==> src/sv/tsp_pkg.sv <==
// Package for the typed slot pool: tag and status codes, field widths and
// the default pool size. Depends on nothing.
package tsp_pkg;

	localparam int SLOT_COUNT_DEF = 8;
	localparam int CNT_W = 7;
	localparam int IDX_OUT_W = 6;
	localparam int VAL_W = 32;

	typedef enum logic [1:0] {
		TAG_FREE = 2'd0,
		TAG_ONE  = 2'd1,
		TAG_TWO  = 2'd2
	} tag_t;

	typedef enum logic [1:0] {
		ST_DONE      = 2'd0,
		ST_POOL_FULL = 2'd1,
		ST_NO_ITEM   = 2'd2
	} status_t;

	localparam logic FUNC_PRODUCE = 1'b0;
	localparam logic FUNC_CONSUME = 1'b1;

endpackage

==> src/sv/typed_slot_pool.sv <==
// Typed slot pool: slot tags and counts in flip-flops, slot values in tsp_ram.
// Depends on tsp_pkg and tsp_ram.
//
// Usage: a request is taken at a rising edge with start high and busy low.
// func selects produce or consume, item_type selects type 1 or type 2, and
// value_in is the value stored on a produce. A produce fills the lowest free
// slot; a consume empties the lowest slot of the requested type.
// Each item gives one result, shown for exactly one cycle with strobe high,
// in the cycle after the item is taken: status, slot_index and value_out.
// The result is registered; value_out comes from the registered read of the value memory.
// Throughput is one item per cycle; the slot search is a priority encoder
// over the tag flip-flops and is done in the cycle the item is taken.
// A rejected request (pool full, or no item of that type) changes nothing
// and reports slot index 0 and value 0.
// Reset clears all tags to free, sets the free count to the pool size and
// holds busy high until the first clock after reset is released.
// The receiver cannot stall; results must be taken as they appear.
module typed_slot_pool #(
	parameter int SLOT_COUNT = tsp_pkg::SLOT_COUNT_DEF
) (
	input  logic                             clk,
	input  logic                             arst_n,
	input  logic                             start,
	output logic                             busy,
	input  logic                             func,
	input  logic                             item_type,
	input  logic signed [tsp_pkg::VAL_W-1:0] value_in,
	output logic                             strobe,
	output logic [1:0]                       status,
	output logic [tsp_pkg::IDX_OUT_W-1:0]    slot_index,
	output logic signed [tsp_pkg::VAL_W-1:0] value_out
);

	import tsp_pkg::*;

	localparam int IDX_W = (SLOT_COUNT > 1) ? $clog2(SLOT_COUNT) : 1;

	tag_t             tag_q [SLOT_COUNT];
	logic [CNT_W-1:0] free_q;
	logic [CNT_W-1:0] one_q;
	logic [CNT_W-1:0] two_q;
	logic             busy_q;

	logic             accept;
	logic             consume;
	tag_t             want_tag;
	tag_t             new_tag;
	logic [IDX_W-1:0] found_slot;
	logic             type_empty;
	logic             ok;

	logic             strobe_s1;
	status_t          status_s1;
	logic [IDX_W-1:0] slot_s1;
	logic             take_s1;
	logic [VAL_W-1:0] ram_rdata;

	assign accept = start && !busy_q;
	assign consume = (func == FUNC_CONSUME);
	assign new_tag = item_type ? TAG_TWO : TAG_ONE;
	assign want_tag = consume ? new_tag : TAG_FREE;
	assign type_empty = item_type ? (two_q == '0) : (one_q == '0);
	assign ok = consume ? !type_empty : (free_q != '0);

	always_comb begin
		found_slot = '0;
		for (int i = SLOT_COUNT - 1; i >= 0; i--) begin
			if (tag_q[i] == want_tag) begin
				found_slot = IDX_W'(i);
			end
		end
	end

	always_ff @(posedge clk or negedge arst_n) begin
		if (!arst_n) begin
			for (int i = 0; i < SLOT_COUNT; i++) begin
				tag_q[i] <= TAG_FREE;
			end
			free_q <= CNT_W'(SLOT_COUNT);
			one_q <= '0;
			two_q <= '0;
			busy_q <= 1'b1;
			strobe_s1 <= 1'b0;
		end else begin
			busy_q <= 1'b0;
			strobe_s1 <= accept;
			if (accept && ok) begin
				if (consume) begin
					tag_q[found_slot] <= TAG_FREE;
					free_q <= free_q + CNT_W'(1);
					if (item_type) begin
						two_q <= two_q - CNT_W'(1);
					end else begin
						one_q <= one_q - CNT_W'(1);
					end
				end else begin
					tag_q[found_slot] <= new_tag;
					free_q <= free_q - CNT_W'(1);
					if (item_type) begin
						two_q <= two_q + CNT_W'(1);
					end else begin
						one_q <= one_q + CNT_W'(1);
					end
				end
			end
		end
	end

	always_ff @(posedge clk) begin
		if (accept) begin
			take_s1 <= consume && ok;
			slot_s1 <= ok ? found_slot : '0;
			if (ok) begin
				status_s1 <= ST_DONE;
			end else if (consume) begin
				status_s1 <= ST_NO_ITEM;
			end else begin
				status_s1 <= ST_POOL_FULL;
			end
		end
	end

	tsp_ram #(
		.WIDTH(VAL_W),
		.DEPTH(SLOT_COUNT)
	) u_value_ram (
		.clk   (clk),
		.we    (accept && ok && !consume),
		.waddr (found_slot),
		.wdata (value_in),
		.re    (accept && ok && consume),
		.raddr (found_slot),
		.rdata (ram_rdata)
	);

	assign busy = busy_q;
	assign strobe = strobe_s1;
	assign status = status_s1;
	assign slot_index = IDX_OUT_W'(slot_s1);
	assign value_out = take_s1 ? signed'(ram_rdata) : '0;

endmodule

==> src/sv/tsp_ram.sv <==
// Generic single-port-write, single-port-read RAM with a registered read.
// Depends on nothing.
module tsp_ram #(
	parameter int WIDTH = 32,
	parameter int DEPTH = 8,
	localparam int AW = (DEPTH > 1) ? $clog2(DEPTH) : 1
) (
	input  logic             clk,
	input  logic             we,
	input  logic [AW-1:0]    waddr,
	input  logic [WIDTH-1:0] wdata,
	input  logic             re,
	input  logic [AW-1:0]    raddr,
	output logic [WIDTH-1:0] rdata
);

	logic [WIDTH-1:0] mem_q [DEPTH];
	logic [WIDTH-1:0] rdata_q;

	always_ff @(posedge clk) begin
		if (we) begin
			mem_q[waddr] <= wdata;
		end
		if (re) begin
			rdata_q <= mem_q[raddr];
		end
	end

	assign rdata = rdata_q;

endmodule

==> config.mk <==
export PLATFORM = sky130hd
export DESIGN_NAME = typed_slot_pool
export DESIGN_NICKNAME = d
export VERILOG_FILES = /design/src/sv/tsp_pkg.sv /design/src/sv/typed_slot_pool.sv /design/src/sv/tsp_ram.sv
export SDC_FILE = /design/constraint.sdc
export NUM_CORES = 1
export LEC_CHECK = 0
export CAP_MARGIN = 25
export CORE_ASPECT_RATIO = 0.5
export CORE_MARGIN = 2
export CORE_UTILIZATION = 35
export CTS_BUF_LIST = sky130_fd_sc_hd__clkbuf_4 sky130_fd_sc_hd__clkbuf_8
export DETAILED_ROUTE_END_ITERATION = 7
export DONT_BUFFER_PORTS = 1
export GPL_ROUTABILITY_DRIVEN = 1
export MAX_ROUTING_LAYER = met4
export SYNTH_ARGS = -nofsm -noshare
export SYNTH_HDL_FRONTEND = slang
export SYNTH_SLANG_ARGS = --single-unit
==> constraint.sdc <==
create_clock -name clk -period 13.7 [get_ports clk]
set_input_delay 2.74 -clock clk [delete_from_list [all_inputs] [get_ports clk]]
set_output_delay 2.74 -clock clk [all_outputs]
set_load 0.1 [all_outputs]
# Yosys cells after proc, flatten, opt, wreduce, memory -nomap -nowiden
# Memory sizes are Yosys's and may differ from the RTL's. A register that Yosys moved wholly into a read port is not among the register bits.
# Cells that the tools add are included.
[word_totals]
register_bits = 45
latch_bits = 0
mem_bits_rw = 256
mem_bits_ro = 0
in_bits = 37
elab_cells = 78
mem_count = 1
[op_classes]
n_addsub = 6
mul = 0
div_mod_pow = 0
n_lt_le_gt_ge = 2
n_eq_ne = 8
shift = 0
mux = 27
n_bitwise = 4
n_reduce_logical = 14
[mem_list]
columns = ["name", "words", "word_bits", "rd", "rd_ports_with_merged_regs", "wr", "line", "rtl"]
rows = [
  ["u_value_ram.mem_q", 8, 32, 1, 1, 1, "tsp_ram.sv:17", "logic [WIDTH-1:0] mem_q [DEPTH];"],
]
[ops]
columns = ["cell", "count"]
rows = [
  ["$mux 7", 7],
  ["$mux 32", 1],
  ["$mux 3", 8],
  ["$add 7x1->7 const B", 3],
  ["$sub 7x1->7 const B", 3],
  ["$and 16x16->16", 1],
  ["$bwmux 16", 1],
  ["$eq 2x2->1", 8],
  ["$mux 16", 1],
  ["$not 16->16", 1],
  ["$logic_not 7->1", 2],
  ["$mux 2", 4],
  ["$reduce_bool 7->1", 1],
  ["$demux 2 s3", 1],
  ["$logic_and 1x1->1", 6],
  ["$ge 4x4->1 const B", 1],
  ["$lt 4x1->1 const B", 1],
  ["$mux 1", 4],
  ["$not 3->4", 1],
  ["$reduce_and 2->1", 2],
  ["$logic_not 1->1", 3],
  ["$not 1->1", 1],
]

# Depth between registers and ports, before layout
# Gate-level depths: netlist (run 1).
[logic_depth]
word_depth = 19
depth_mapped = 10
depth_no_buf = 9

# Modules after synthesis
# From an unflattened synthesis (run 1), not the netlist that was laid out.
[unflattened]
cells_unflattened = 738
hier_area_um2 = 13915.8
[by_module_without_submodules]
columns = ["module", "n_inst", "cells_per_inst", "area_per_inst_um2", "seq_area_each_um2"]
rows = [
  ["tsp_ram", 1, 415, 10786.6, 8648.3],
  ["typed_slot_pool", 1, 323, 3129.3, 1158.6],
]

# Worst setup path before layout (run 1)
# Ideal clock, no wire load.
[synth_path]
path_kind = "in2reg"
start = "in item_type"
end = "mem u_value_ram.mem_q[5][0], enable pin"
setup_time_ns = 0.461
arrival_time_ns = 6.372
required_ns = 13.239
path_slack_ns = 6.867
path_stages = 9
path_buffers = 3
cell_sequence = "buf_4 > nand2_1 > nor3b_2 > nor3_4 > buf_2 > nor2_1 > nand2_1 > clkbuf_1 > nor3_1"
[synth_via]
elab_chain_cells = 11
word_cells_on_any_way = 25
classes_between = "8 x eq/ne; 14 x mux; 3 x reduce/logical"
[synth_lines]
columns = ["element", "line", "rtl"]
rows = [
  ["start, declared", "typed_slot_pool.sv:26", "input logic item_type,"],
  ["$mux 2", "typed_slot_pool.sv:60", "assign new_tag = item_type ? TAG_TWO : TAG_ONE;"],
  ["$mux 2", "typed_slot_pool.sv:61", "assign want_tag = consume ? new_tag : TAG_FREE;"],
  ["$eq 2x2->1", "typed_slot_pool.sv:68", "if (tag_q[i] == want_tag) begin"],
  ["$mux 3 (8 in series)", "typed_slot_pool.sv:68", ""],
  ["end, declared", "tsp_ram.sv:17", ""],
]
# Parallel ways exist; a longest one is shown, timed or not.

# Final worst setup path (run 1)
[layout_path]
start = "in item_type"
end = "mem u_value_ram.mem_q[5][25], enable pin"
# Same word-level chain as after synthesis.

==> results of run 1 <==
[sequential cells by signal (all words and copies together), names as in the netlist, 2 cells and up]
signal,flops
status,2
free_q,7
slot_s1,3
u_value_ram.mem_q,256
u_value_ram.rdata,32
one_q,7
two_q,7
tag_q,16
[Yosys cell counts (3+ instances only)]
cell	count	share of area
a211o_1	3	0.0019
a211oi_1	4	0.0022
a21o_1	9	0.0050
a21oi_1	45	0.017
a221o_1	44	0.033
a221oi_1	16	0.010
a22o_1	16	0.010
a22oi_1	6	0.0033
and2_1	34	0.016
buf_2	17	0.0063
buf_4	7	0.0039
clkbuf_1	19	0.0053
dfrtp_1	37	0.069
edfxtp_1	294	0.65
fa_1	3	0.0045
ha_1	15	0.014
inv_1	12	0.0033
mux2_1	12	0.010
mux2_2	9	0.0075
mux2i_1	31	0.023
nand2_1	25	0.0070
nand2b_1	9	0.0042
nand3_1	4	0.0015
nor2_1	28	0.0078
nor2b_1	14	0.0065
nor3_1	12	0.0045
nor3_2	5	0.0037
nor3b_1	3	0.0017
nor4_1	5	0.0023
o21ai_0	14	0.0052
o22ai_1	45	0.021
or3_1	3	0.0014
xnor2_1	9	0.0058
xor2_1	7	0.0045
[how the worst max path moves through the flow]
stage	from	endpoint	slack, ns
6_report	item_type	u_value_ram.mem_q[5][25]	8.09
5_1_grt	item_type	u_value_ram.mem_q[5][25]	7.94
4_1_cts	item_type	u_value_ram.mem_q[5][0]	8.13
3_5_place_dp	item_type	u_value_ram.mem_q[5][0]	7.54
3_3_place_gp	item_type	u_value_ram.mem_q[5][23]	7.07
2_1_floorplan	item_type	u_value_ram.mem_q[5][0]	6.87
[cells by family after synthesis]
| logic type | after synthesis | synth area share |
|---|---|---|
| muxes | 52 | 0.0405 |
| AOI/OAI and AO/OA | 213 | 0.116 |
| adders and majority gates | 18 | 0.0184 |
| other | 1 | 0.000278 |
| DFF | 333 | 0.727 |
| buffers and inverters | 57 | 0.0194 |
| xor gates and xnor gates | 16 | 0.0104 |
| and+or+nand+nor | 159 | 0.0682 |
[worst reg2reg max path: stages (launching register included)]
cell     delay [ns]
dfrtp_1        0.42
nor2b_1        0.18
nor3_2         0.28
or3_1          0.72
nand2_1        0.83
nor3_2         0.54
buf_6          0.23
buf_4          0.34
[through the flow]
step	power [mW]	hold WS, ns	cells	util	instance area [µm²]
finish	3.04	0.485	1440	0.406	15300
global route	3.21	0.506	1440	0.406	15300
CTS	3.07	0.487	1437	0.404	15200
detailed placement	2.27	0.476	1346	0.378	14200
global placement	2.24	0.462	1340	0.375	14100
floorplan	2.03	0.442	852	-	13500
[power by group]
part	switching, mW	leakage [nW]	internal (mW)
combinational	0.577	1.61	0.369
sequential	0.0760	3.15	1.23
clock	0.375	0.507	0.415
total	1.03	5.26	2.02
[final cells by class]
class | count | share of cell area
flip-flops and latches | 333 | 0.642
multi-input cells | 462 | 0.231
clock buffers | 68 | 0.0543
well taps | 520 | 0.0426
repair buffers | 21 | 0.0174
clock inverters | 23 | 0.00983
inverters | 13 | 0.00320
[layer usage]
| layer | vias to the layer above | share of wire | global-route usage |
|---|---|---|---|
| met1 | 3796 | 0.44 | 0.191 |
| met4 | 0 | 0.019 | 0.0456 |
| met5 | - | 0 | - |
| li1 | 3463 | - | - |
| met3 | 42 | 0.048 | 0.0272 |
| met2 | 199 | 0.49 | 0.244 |
==> reports/results.tsv, run 1 <==
metric	value	unit
Max Freq	0.178	GHz
Worst Setup Path Type	primary input to flip-flop	
DP Worst Slack	7.54	ns
yosys warns	0	
Mapped Cells	849	
delay-heaviest family, CP	simple AND/OR/NAND/NOR gates	
fill cell count	3416	
register area	0.00981	mm²
gr usage total	0.149	
antenna violations before repair	0	
initial core utilization	0.358	
Detailed Place HPWL	17400	µm
post-CTS setup buffer count	0	
drt first pass iters	5	
Post-CTS Hold Fix Bufs	0	
RSZ-0062 raised after global routing	false	
stages on the worst setup path	7	
Post-DRT Antenna Nets	0	
syn_area_per_cell	15.9	µm²
Final period util	0.410	
maximum clock path buffer count	3	
Max Cap Violations	0	
vias in the first global route	7767	
most frequent cells in the layout	294 x edfxtp_1, 51 x clkbuf_8, 45 x o22ai_1	
reg2reg setup slack	9.81	ns
share of layout cells above drive strength 1	0.142	
#FFs+latches synth	333	
Overflow after GRT	0	
ant diodes	0	
crit path DAT	5.87	ns
Slowest-stage cell, CP	nand2_1	
worst skew pair latency	0.61	ns
GP Congestion	0.807	
number of DRC markers in iteration 0	558	
clk_skew	0.0406	ns
first-pass GRT wire length	45100	µm
Hold Path Stages	1	
# rows	50	
Worst Setup Start Kind	primary input	
Multi-input gate area	0.00352	mm²
setup TNS	0	ns
clk root buf	clkbuf_8	
Routed WL	29100	µm
worst-case hold path end point	two_q[6]	
PwrDens	199	mW/mm²
Cell Chain, Critical Path	nand2b_1 > nor3_2 > or3_1 > nand2_1 > nor3_2 > buf_6 > buf_4	
actual slew at the worst max-slew pin	0.987	ns
synth-to-layout area growth	13.2	%
CTS tree	done	
maximum fanout along the worst path	20	
Async SR Flop Fraction	0.117	
Max Slew Vio Count	0	
worst setup margin	8.09	ns
number of endpoints failing setup at the final stage	0	
WP buf/inv	2	
status	complete, no violations	
Data required, critical path	13.96	ns
crit-path max cell delay	0.82	ns
mapped cell area	0.0135	mm²
Peak VDD IR	0.117	mV
Pleak	5.26	nW
DR vias/cell	5.21	
area of the die	0.0402	mm²
Post-synth EDFFs	294	
I/O pins	79	
clk sinks	333	
routed vias	7500	
worst min-delay path startpoint	two_q[6]	
CTS HTree Levels	2	
wire per inst	20.2	µm
Die Width	282	µm
synth unique cells	59	
register area share after synthesis	0.727	
slew margin rel.	0.342	
fin nets	936	
Final Critical Period	5.61	ns
DRC	0	
Num CTS Buffers	50	
commonest non-fill, non-tap cell in the layout	edfxtp_1	
CP Capture Type	flip-flop	
Most common cell on crit path	nor3_2	
Port Buffer Count	0	
final hold viol count	0	
post-cts gate resize count	0	
DIE HEIGHT	143	µm
largest net degree at the start of global routing	69	
end of the worst register-to-register path	u_value_ram.mem_q[5][25]	
CTS clk-pin slew, worst paths	0.06	ns
r2r startpoint	tag_q[12]	
core area	0.0377	mm²
hold crit path type	flip-flop to flip-flop	
Post-synth top flop	edfxtp_1	
Worst Reg-to-Reg Cells	7	
Power figures use the tool's default switching activity.
==> run 2, diff against run 1 <==
==> constraint.sdc (replaced) <==
create_clock -name clk -period 5.8 [get_ports clk]
set_input_delay 1.16 -clock clk [delete_from_list [all_inputs] [get_ports clk]]
set_output_delay 1.16 -clock clk [all_outputs]
set_load 0.1 [all_outputs]
==> reports/results.tsv, run 2 (synthesis results as in run 1) <==
metric	value	unit	change
status	complete, no violations		
Final period util	0.648		
r2r startpoint	tag_q[12]		
# rows	50		unchanged
fin nets	938		+0.21%
maximum fanout along the worst path	32		+60%
clk sinks	333		unchanged
Data required, critical path	6.02	ns	-7.94 ns
actual slew at the worst max-slew pin	1.02	ns	+0.0294 ns
Routed WL	28800	µm	-1.1%
crit path DAT	3.97	ns	-1.90 ns
number of endpoints failing setup at the final stage	0		unchanged
Worst Reg-to-Reg Cells	6		-1
antenna violations before repair	0		unchanged
ant diodes	0		unchanged
core area	0.0377	mm²	unchanged
Max Cap Violations	0		unchanged
largest net degree at the start of global routing	70		+1.4%
DR vias/cell	5.24		+0.64%
DIE HEIGHT	143	µm	unchanged
Post-DRT Antenna Nets	0		unchanged
Biggest register	u_value_ram.mem_q		
reg2reg setup slack	2.23	ns	-7.58 ns
commonest non-fill, non-tap cell in the layout	edfxtp_1		
setup TNS	0	ns	unchanged
final hold viol count	0		unchanged
slew margin rel.	0.321		-0.0212
synth-to-layout area growth	13.2	%	about the same
fill cell count	3416		unchanged
share of layout cells above drive strength 1	0.152		+0.00929
wire length on met2	13900	µm	-2.7%
wire per inst	20.0	µm	-1.3%
Max Used Layer	met4		
Detailed Place HPWL	17000	µm	-1.9%
Max Slew Vio Count	0		unchanged
worst setup margin	2.04	ns	-6.04 ns
max reg flops	256		unchanged
vias in the first global route	7685		-1.1%
post-cts gate resize count	0		unchanged
Post-CTS Hold Fix Bufs	0		unchanged
Overflow after GRT	0		unchanged
worst skew pair latency	0.60	ns	about the same
initial core utilization	0.358		unchanged
Slowest-stage cell, CP	nand2_1		
CTS clk-pin slew, worst paths	0.07	ns	about the same
Max Freq	0.266	GHz	
clk_skew	0.0266	ns	-0.0140 ns
clk root buf	clkbuf_8		
Worst Setup Start Kind	primary input		
most frequent cells in the layout	294 x edfxtp_1, 50 x clkbuf_8, 45 x o22ai_1		
RSZ-0062 raised after global routing	false		
area of the die	0.0402	mm²	unchanged
CTS tree	done		
Pleak	5.30	nW	+0.61%
first-pass GRT wire length	44400	µm	-1.5%
Peak VDD IR	0.305	mV	+160%
I/O pins	79		unchanged
Port Buffer Count	0		unchanged
routed vias	7564		+0.85%
Num CTS Buffers	50		unchanged
CP Capture Type	flip-flop		
GP Congestion	0.884		+9.5%
post-CTS setup buffer count	0		unchanged
gr usage total	0.147		-0.00187
drt first pass iters	5		unchanged
end of the worst register-to-register path	u_value_ram.mem_q[5][25]		
met3 routed WL	1420	µm	+0.42%
Worst Setup Path Type	primary input to flip-flop		
Final Critical Period	3.76	ns	
number of DRC markers in iteration 0	543		-2.7%
Most common cell on crit path	nor3_2		
wire length on met1	12900	µm	+0.82%
DRC	0		unchanged
Die Width	282	µm	unchanged
hold crit path type	primary input to async pin		
maximum clock path buffer count	3		unchanged
PwrDens	474	mW/mm²	+140%
crit-path max cell delay	0.81	ns	about the same
DP Worst Slack	1.29	ns	-6.25 ns
CTS HTree Levels	2		unchanged
Cell Chain, Critical Path	nand2b_1 > nor3_2 > or3_1 > nand2_1 > nor3_2 > buf_4		
==> run 2: worst max path at each step <==
stage	startpoint	endpoint	slack (ns)	depth (start not counted)
final	item_type	u_value_ram.mem_q[5][25]	2.04	6
after global routing	item_type	u_value_ram.mem_q[5][29]	1.86	6
after CTS	func	u_value_ram.mem_q[0][27]	1.90	7
after detailed placement	func	u_value_ram.mem_q[0][27]	1.29	7
after global placement	func	u_value_ram.mem_q[0][27]	1.37	7
after floorplan	item_type	u_value_ram.mem_q[5][0]	0.55	9
==> run 2: area by class of cell <==
type | instances | area [µm²] | share of cell area
flip-flops and latches | 333 | 9810 | 0.642
multi-input cells | 462 | 3520 | 0.230
clock buffers | 74 | 868 | 0.0568
well taps | 520 | 651 | 0.0426
repair buffers | 23 | 253 | 0.0165
clock inverters | 18 | 128 | 0.00835
inverters | 13 | 48.8 | 0.00319
==> run 2: worst max-delay path, delay by kind of cell <==
family | cells | cell delay (ns)
AND/OR/NAND/NOR | 5 | 2.32
buffers and inverters | 1 | 0.47
==> run 2: stage by stage <==
step           hold WS (ns)  utilization  area [µm²]  power [mW]  cells
4_1_cts               0.237        0.404       15200        7.25   1440
3_3_place_gp          0.465        0.376       14200        5.25   1346
3_5_place_dp          0.463        0.377       14200        5.34   1348
2_1_floorplan         0.442            -       13500        4.80    852
5_1_grt               0.237        0.406       15300        7.61   1443
6_report              0.270        0.406       15300        7.24   1443
==> run 2: power by group <==
part	leakage [nW]	total (mW)	internal, mW	switching [mW]
Combinational	1.62	2.25	0.889	1.36
Clock	0.532	1.90	1.01	0.890
Sequential	3.15	3.09	2.91	0.176
==> run 2: metal layers <==
layer	vias to the layer above	track usage
li1	3458	-
met1	3864	0.189
met2	199	0.237
met3	43	0.0288
met4	0	0.0468
met5	-	-
==> run 3, diff against run 2 <==
==> constraint.sdc (replaced) <==
create_clock -name clk -period 3.9 [get_ports clk]
set_input_delay 0.78 -clock clk [delete_from_list [all_inputs] [get_ports clk]]
set_output_delay 0.78 -clock clk [all_outputs]
set_load 0.1 [all_outputs]
==> reports/results.tsv, run 3 (synthesis results as in run 1) <==
metric	value	unit	change
status	complete, no violations		
Max Freq	0.313	GHz	
Critical Path Start	take_s1		
PwrDens	695	mW/mm²	+47%
Data required, critical path	3.12	ns	-2.90 ns
fill cell count	3383		-0.97%
met1 usage	0.192		+0.00281
hold crit path type	primary input to async pin		
number of endpoints failing setup at the final stage	0		unchanged
commonest non-fill, non-tap cell in the layout	edfxtp_1		
end of the worst register-to-register path	u_value_ram.mem_q[5][0]		
CTS HTree Levels	2		unchanged
Slowest-stage cell, CP	edfxtp_1		
Peak VDD IR	0.371	mV	+22%
Port Buffer Count	0		unchanged
RSZ-0062 raised after global routing	false		
Worst Reg-to-Reg Cells	5		-1
clk root buf	clkbuf_8		
maximum fanout along the worst path	29		-9.4%
met2 Use GR	0.252		+0.0150
Pleak	5.46	nW	+3.1%
antenna violations before repair	0		unchanged
delay-heaviest family, CP	flip-flops		
actual slew at the worst max-slew pin	0.976	ns	-0.0406 ns
Post-CTS Hold Fix Bufs	1		+1
WP buf/inv	0		-1
initial core utilization	0.358		unchanged
first-pass GRT wire length	45500	µm	+2.5%
DRC	0		unchanged
crit-path max cell delay	0.93	ns	+0.12 ns
Post-DRT Antenna Nets	0		unchanged
r2r startpoint	busy		
gr usage total	0.152		+0.00461
hold_ws	0.0435	ns	-0.227 ns
Final Critical Period	3.20	ns	
post-cts gate resize count	0		unchanged
most frequent cells in the layout	294 x edfxtp_1, 51 x buf_4, 50 x clkbuf_8		
# rows	50		unchanged
DR vias/cell	5.24		about the same
GP Congestion	0.832		-5.9%
cell area after placement	0.0145	mm²	+2.1%
crit path DAT	2.42	ns	-1.55 ns
Die Width	282	µm	unchanged
maximum clock path buffer count	3		unchanged
CP Capture Type	output pin		
clk sinks	333		unchanged
grt met3 use	0.0288		unchanged
ant diodes	0		unchanged
Post-Layout Inst Area	0.0155	mm²	+1.7%
Detailed Place HPWL	18200	µm	+6.8%
grt peak-use layer	met2		
share of layout cells above drive strength 1	0.178		+0.0265
core area	0.0377	mm²	unchanged
Worst Setup Start Kind	flip-flop		
worst skew pair latency	0.60	ns	about the same
Num CTS Buffers	50		unchanged
DIE HEIGHT	143	µm	unchanged
final hold viol count	0		unchanged
number of DRC markers in iteration 0	663		+22%
largest net degree at the start of global routing	53		-24%
reg2reg setup slack	0.83	ns	-1.40 ns
Max Slew Vio Count	0		unchanged
wire per inst	20.0	µm	about the same
area of the die	0.0402	mm²	unchanged
fin nets	972		+3.6%
Routed WL	29400	µm	+2.1%
post-CTS setup buffer count	0		unchanged
I/O pins	79		unchanged
drt first pass iters	7		+2
Biggest register	u_value_ram.mem_q		
max reg flops	256		unchanged
Overflow after GRT	0		unchanged
clk_skew	0.0459	ns	+0.0193 ns
routed vias	7725		+2.1%
slew margin rel.	0.354		+0.0332
vias in the first global route	7915		+3.0%
CTS clk-pin slew, worst paths	0.06	ns	about the same
Worst Setup Path Type	flip-flop to output pin		
CTS tree	done		
Max Cap Violations	0		unchanged
Final period util	0.820		
Cell Chain, Critical Path	and2_1		
synth-to-layout area growth	15.1	%	
setup TNS	0	ns	unchanged
[run 3: cell types whose count changed in the layout (fill, tap and decap cells not counted), sizes merged]
cell and delta:
buf +33, clkbuf -4, bufinv +1, clkinvlp +1
[run 3: area by class of cell]
type	count	area, µm²	area share
Timing Repair Buffer	57	508	0.0327
Sequential cell	333	9810	0.631
Tap cell	520	651	0.0419
Inverter	13	48.8	0.00314
Clock inverter	20	155	0.00999
Multi-Input combinational cell	462	3530	0.227
Clock buffer	69	831	0.0535
[run 3: worst max-delay path by stage]
| stage | to | slack (ns) | depth (start not counted) |
|---|---|---|---|
| 2_1_floorplan | u_value_ram.mem_q[1][0] | -0.80 | 9 |
| 3_3_place_gp | u_value_ram.mem_q[5][15] | 0.47 | 7 |
| 3_5_place_dp | u_value_ram.mem_q[5][11] | 0.39 | 7 |
| 4_1_cts | value_out[8] | 0.61 | 1 |
| 5_1_grt | value_out[1] | 0.55 | 1 |
| 6_report | value_out[8] | 0.70 | 1 |
[run 3: where the power goes]
part | internal (mW) | switching, mW
sequential | 4.33 | 0.269
combinational | 1.34 | 2.03
clock | 1.52 | 1.31
[run 3: per-layer routing]
metal  routed length [µm]  vias to the layer above
li1                     -                     3518
met5                    0                        -
met4                  509                        0
met2                14600                      231
met3                 1620                       48
met1                12700                     3928
[run 3: per-stage QoR]
| stage | power [mW] | utilization | instances | setup slack [ns] |
|---|---|---|---|---|
| finish | 10.8 | 0.412 | 1474 | 0.704 |
| global placement | 7.92 | 0.385 | 1382 | 0.471 |
| global route | 11.4 | 0.412 | 1474 | 0.550 |
| detailed placement | 8.01 | 0.385 | 1383 | 0.390 |
| floorplan | 7.15 | - | 852 | -0.797 |
| CTS | 10.9 | 0.412 | 1473 | 0.613 |
